**config.mk**
```make
export PLATFORM = sky130hd
export DESIGN_NAME = vr3_cordic_step
export DESIGN_NICKNAME = d
export VERILOG_FILES = /design/src/design/vector3_axis_rotation_unit_defines.svh /design/src/design/vr3_pkg.sv /design/src/design/vr3_cordic_step.sv
export SDC_FILE = /design/constraint.sdc
export NUM_CORES = 1
export LEC_CHECK = 0
export BUFFER_PORTS_ARGS = -buffer_cell sky130_fd_sc_hd__buf_4
export CAP_MARGIN = 15
export CORE_ASPECT_RATIO = 2
export CORE_MARGIN = 2
export CORE_UTILIZATION = 42
export DETAILED_ROUTE_END_ITERATION = 8
export GPL_TIMING_DRIVEN = 0
export PLACE_DENSITY_LB_ADDON = 0.2
export SLEW_MARGIN = 10
export SYNTH_ARGS = -nofsm -noshare
export SYNTH_HDL_FRONTEND = slang
export SYNTH_SLANG_ARGS = --single-unit
```
**constraint.sdc**
```tcl
create_clock -name clk_i -period 2.62 [get_ports clk_i]
set_clock_uncertainty 0.05 [all_clocks]
set_input_delay 0.262 -clock clk_i [delete_from_list [all_inputs] [get_ports clk_i]]
set_output_delay 0.262 -clock clk_i [all_outputs]
set_load 0.01 [all_outputs]
```
**src/design/vector3_axis_rotation_unit_defines.svh**
```systemverilog
// assertion macros for the vector axis rotation unit
`ifndef VECTOR3_AXIS_ROTATION_UNIT_DEFINES_SVH
`define VECTOR3_AXIS_ROTATION_UNIT_DEFINES_SVH

`ifndef SYNTHESIS
`define VR3_ASSERT_IMP(lbl, clk, rstn, ante, cons, msg) \
  lbl: assert property (@(posedge clk) disable iff (!rstn) (ante) |-> (cons)) \
    else $error(msg);
`define VR3_ASSERT_NXT(lbl, clk, rstn, ante, cons, msg) \
  lbl: assert property (@(posedge clk) disable iff (!rstn) (ante) |=> (cons)) \
    else $error(msg);
`else
`define VR3_ASSERT_IMP(lbl, clk, rstn, ante, cons, msg)
`define VR3_ASSERT_NXT(lbl, clk, rstn, ante, cons, msg)
`endif

`endif

```
**src/design/vr3_pkg.sv**
```systemverilog
// shared types, constants and the arctangent table of the rotation unit
package vr3_pkg;

  localparam int FIELD_W         = 32;
  localparam int ANGLE_W         = 16;
  localparam int AXIS_W          = 2;
  localparam int TRIG_W          = 32;
  localparam int TRIG_FRAC       = 30;
  localparam int COORD_WIDTH_DEF = 32;
  localparam int TRIG_STEPS_DEF  = 16;

  localparam logic signed [TRIG_W-1:0] CORDIC_GAIN = 32'sd652032874;

  typedef enum logic [AXIS_W-1:0] {
    AXIS_X = 2'd0,
    AXIS_Y = 2'd1,
    AXIS_Z = 2'd2
  } axis_e;

  typedef logic signed [FIELD_W-1:0] field_t;

  typedef struct packed {
    logic signed [TRIG_W-1:0] x;
    logic signed [TRIG_W-1:0] y;
    logic signed [TRIG_W-1:0] z;
    logic                     neg;
  } cordic_t;

  // atan(2^-i) in units of 2^-22 degree
  function automatic logic signed [TRIG_W-1:0] atan_lut(input logic [4:0] idx);
    logic signed [TRIG_W-1:0] v;
    unique case (idx)
      5'd0:    v = 32'sd188743680;
      5'd1:    v = 32'sd111421900;
      5'd2:    v = 32'sd58872272;
      5'd3:    v = 32'sd29884485;
      5'd4:    v = 32'sd15000234;
      5'd5:    v = 32'sd7507429;
      5'd6:    v = 32'sd3754631;
      5'd7:    v = 32'sd1877430;
      5'd8:    v = 32'sd938729;
      5'd9:    v = 32'sd469366;
      5'd10:   v = 32'sd234683;
      5'd11:   v = 32'sd117342;
      5'd12:   v = 32'sd58671;
      5'd13:   v = 32'sd29335;
      5'd14:   v = 32'sd14668;
      5'd15:   v = 32'sd7334;
      5'd16:   v = 32'sd3667;
      5'd17:   v = 32'sd1833;
      5'd18:   v = 32'sd917;
      5'd19:   v = 32'sd458;
      5'd20:   v = 32'sd229;
      5'd21:   v = 32'sd115;
      5'd22:   v = 32'sd57;
      5'd23:   v = 32'sd29;
      5'd24:   v = 32'sd14;
      5'd25:   v = 32'sd7;
      5'd26:   v = 32'sd4;
      5'd27:   v = 32'sd2;
      5'd28:   v = 32'sd1;
      default: v = 32'sd0;
    endcase
    return v;
  endfunction

endpackage

```
**src/design/vr3_cordic_step.sv**
```systemverilog
// one registered cordic rotation step
module vr3_cordic_step #(
  parameter int unsigned STEP = 0
) (
  input  logic             clk_i,
  input  logic             en_i,
  input  vr3_pkg::cordic_t cord_i,
  output vr3_pkg::cordic_t cord_o
);

  localparam logic signed [vr3_pkg::TRIG_W-1:0] Atan = vr3_pkg::atan_lut(5'(STEP));

  logic signed [vr3_pkg::TRIG_W-1:0] xi, yi, zi, dx, dy;
  vr3_pkg::cordic_t                  cord_d, cord_q;

  assign xi = cord_i.x;
  assign yi = cord_i.y;
  assign zi = cord_i.z;
  assign dx = yi >>> STEP;
  assign dy = xi >>> STEP;

  always_comb begin
    cord_d.neg = cord_i.neg;
    if (zi >= 0) begin
      cord_d.x = xi - dx;
      cord_d.y = yi + dy;
      cord_d.z = zi - Atan;
    end else begin
      cord_d.x = xi + dx;
      cord_d.y = yi - dy;
      cord_d.z = zi + Atan;
    end
  end

  always_ff @(posedge clk_i) begin
    if (en_i) begin
      cord_q <= cord_d;
    end
  end

  assign cord_o = cord_q;

endmodule

```
=== After elaboration in Yosys (flattened, before gate mapping) ===
Index checks and enable logic that the tools add are counted.

* Register bits after elaboration: 97

* $lt $le $gt $ge: 1
* Muxes and demuxes: 1
* Add/sub/neg operators: 5

{| class="wikitable"
|+ Operators with widths
! operator !! number
|-
| $mux W96 || 1
|-
| $sub A32 B32 Y32 || 2
|-
| $add A32 B29 Y32 const B || 1
|-
| $add A32 B32 Y32 || 1
|-
| $ge A32 B1 Y1 const B || 1
|-
| $sub A32 B29 Y32 const B || 1
|}

=== Logic depth before layout (Yosys ltp) ===
* Word-level depth: 2
* Gate-level depth with buffers: 14

=== Worst setup path after synthesis ===
Ideal clock, no wire load.

* Path type: in2reg
* Start point: input port cord_i[33] in the netlist's numbering
* End point: register cord_q, in the netlist cord_o[95] (data pin)
* Slack: -174 ps
* Stages: 13
* Arrival time: 2480 ps
* Path buffers: 0
* Library setup time: 264 ps
* Cell sequence: ha_1 -> inv_1 -> fa_1 -> o21bai_2 -> a2111oi_4 -> nor3_1 -> nor4b_4 -> o21ai_2 -> a221oi_4 -> o31ai_1 -> a21oi_2 -> o21ai_1 -> xnor2_1

{| class="wikitable"
|+ RTL lines
! what !! line !! source
|-
| start, declared || vr3_cordic_step.sv:7 || <nowiki>input vr3_pkg::cordic_t cord_i,</nowiki>
|-
| end signal, assigned || vr3_cordic_step.sv:37 || <nowiki>cord_q <= cord_d;</nowiki>
|-
| end, declared || vr3_cordic_step.sv:14 || <nowiki>vr3_pkg::cordic_t cord_d, cord_q;</nowiki>
|}

==> out/results.txt <==
#FFs+latches synth - 96
crit share post-route - 109%
drt wl/cell - 21.3 um
Overall Global Routing Usage - 28.4%
CP Buf/Inv Count - 3
Inserted Diodes - 0
Fillers - 1810
Peak VDD IR - 0.343 mV
first-pass GRT wire length - 45.4 mm
wirelength, routed - 30.7 mm
initial antenna violation count - 0
worst-case clock buffer depth - 2
DIE HEIGHT - 205 um
Worst EP required - 2690 ps
largest net degree at the start of global routing - 97
Worst Hold Class - in -> reg
RSZ-0062 raised after global routing - yes
DR vias/cell - 5.59
WP depth - 15
hold depth - 1
post-route setup slack - -229 ps
CP Max Fanout - 4
fin cells - 1444
CTS clk-pin slew, worst paths - 80 ps
Port Buffer Count - 195
Area after DPL - 0.0105 sq mm
failing checks - setup timing
design area - 0.0118 sq mm
Yosys cell types - 80
FF+latch area - 0.00288 sq mm
Horiz. Die Dim - 104 um
synthesized cell area - 0.00846 sq mm
Synth Flop Type - edfxtp_1
Synth Warn # - 0
crit path max-delay cell type - a311o_1
drt pass-1 iters - 5
Slew @ Worst Pin - 930 ps
nets - 1377
Die ar. - 0.0214 sq mm
Multi-input gate area - 0.00574 sq mm
Post-synth EDFFs - 96
Vias - 8076
Syn Area/Cell - 9.15 sq um
Detail Route Antenna Nets - 0
asr flop ratio synth - 0%
post-synthesis sequential area ratio - 34.1%
Clock Tree Root - clkbuf_16
DP HPWL - 24.0 mm
RePlAce Congestion - 0.974
Max-cap violations - 0
row count - 73
Final min period - 2850 ps
Slew Viols, Final - 0
Starting Density - 42.7%
number of CTS-inserted buffers - 9
outcome - finished, violations left
CTS Sinks - 96
core area - 0.0198 sq mm
Overflow after GRT - 0
pwr/cell area - 507 mW/mm^2
final core occ - 59.5%
critical path class - in -> reg
CP top delay family - compound AO/OA/AOI/OAI gates
CP peak stage delay - 390 ps
Placed Cells - 1381
P_leak - 5.06 nW
Top Ports - 196
crit-path cells - buf_8 -> ha_4 -> inv_2 -> fa_2 -> o21bai_4 -> buf_4 -> a211oi_2 -> o21bai_2 -> a2111oi_4 -> o21ai_1 -> a21oi_2 -> o41ai_4 -> a311o_1 -> o21ai_2 -> xnor2_1
area growth from synthesis to layout - 39.4%
H-tree levels - 3
Crit. End Element - flip-flop
Slew HR - 38.0%
commonest cells after routing, fill and taps aside - buf_4, edfxtp_1, a21oi_1
layout cell share with drive strength beyond 1 - 34.9%
highest clock rate - 351 MHz
max reg flops - 96
crit path DAT - 2920 ps
Hold Vio Cnt, Final - 0
Startpoint Class - primary input
Mapped Cells - 924
number of DRC markers in iteration 0 - 387
count of final setup violators - 17
vias in the first global route - 8001
syn nets - 1124
TritonCTS clock tree - done
DRC violations left - 0
most common cell after layout, fill and taps aside - buf_4
[repair_timing]
item,4_1_cts,5_1_grt
endpoints found under the setup margin,36,32
resized for setup,70,76
pin swaps,50,46
endpoints found under the hold margin,0,2
hold buffers,0,2
setup buffers,28,23
[where the power goes]
group | switching (W) | internal, W | total (W)
Combinational | 0.00140 | 0.00114 | 0.00255
Sequential | 0.0000639 | 0.00199 | 0.00205
Clock | 0.000697 | 0.000685 | 0.00138
[path summary, 6_finish.rpt]
check                 startpoint          to  slack [ps]
worst min-delay path  cord_i[15]  cord_o[15]          10
worst max-delay path  cord_i[65]  cord_o[57]        -230
[cell families (layout without fill, tap and decap cells)]
family                     count (synthesis)  after routing  share of synthesized area, %
xor gates and xnor gates                  70             70                          7.25
adders and majority gates                101            101                          15.2
muxes                                     14             14                          1.66
buffers and inverters                    144            402                          6.75
and+or+nand+nor                          186            186                          10.7
AOI/OAI and AO/OA                        313            313                          24.3
DFF                                       96             96                          34.1
[synthesized netlist by cell type, types with 5 or more instances]
cell	instances	share of area [%]
a21oi_1	103	6.1
inv_1	100	4.4
ha_1	98	14
edfxtp_1	96	34
nor2_1	70	3.1
xnor2_1	63	6.5
o21ai_0	55	3.3
nand2_1	48	2.1
clkbuf_1	23	1.0
o21bai_1	19	1.7
a21o_1	18	1.6
o21ai_1	18	1.1
mux2i_1	14	1.7
a31oi_1	12	0.89
nor3_1	10	0.59
a211oi_1	9	0.80
nor2b_1	9	0.67
o211ai_1	9	0.80
o21a_1	9	0.80
buf_2	8	0.47
nand3_1	8	0.47
o31ai_1	8	0.71
or3_1	7	0.52
xor2_1	7	0.72
nand2b_1	6	0.44
nand4_1	6	0.44
buf_1	5	0.22
[layer usage]
layer  up-vias  part of all wire [%]  global-route usage, %  routed length (um)
li1       3792                     -                      -                   -
met1      3816                    31                   24.9                9450
met2       331                    57                   56.2               17400
met3       137                   4.4                   4.39                1360
met4         0                   8.2                   21.8                2520
met5         -                     0                      0                   0
[final cells by class]
type | instances | share of cell area [%]
timing repair buffer | 247 | 16.3
multi-input combinational | 684 | 48.7
sequential | 96 | 24.4
tap | 262 | 2.78
clock inverter | 7 | 0.669
buffer | 36 | 1.86
clock buffer | 9 | 1.91
inverter | 103 | 3.42
[stage by stage]
| stage | hold slack, ps | setup TNS (ps) | worst slack, ps | total power (W) |
|---|---|---|---|---|
| CTS | 5.27 | -1730 | -171 | 0.00583 |
| floorplan | 311 | -790 | -126 | 0.00334 |
| global route | 2.07 | -3760 | -297 | 0.00625 |
| detailed placement | 392 | -28460 | -985 | 0.00428 |
| finish | 10.9 | -2150 | -229 | 0.00598 |
| global placement | 390 | -28370 | -1010 | 0.00427 |
Power figures use the tool's default switching activity.
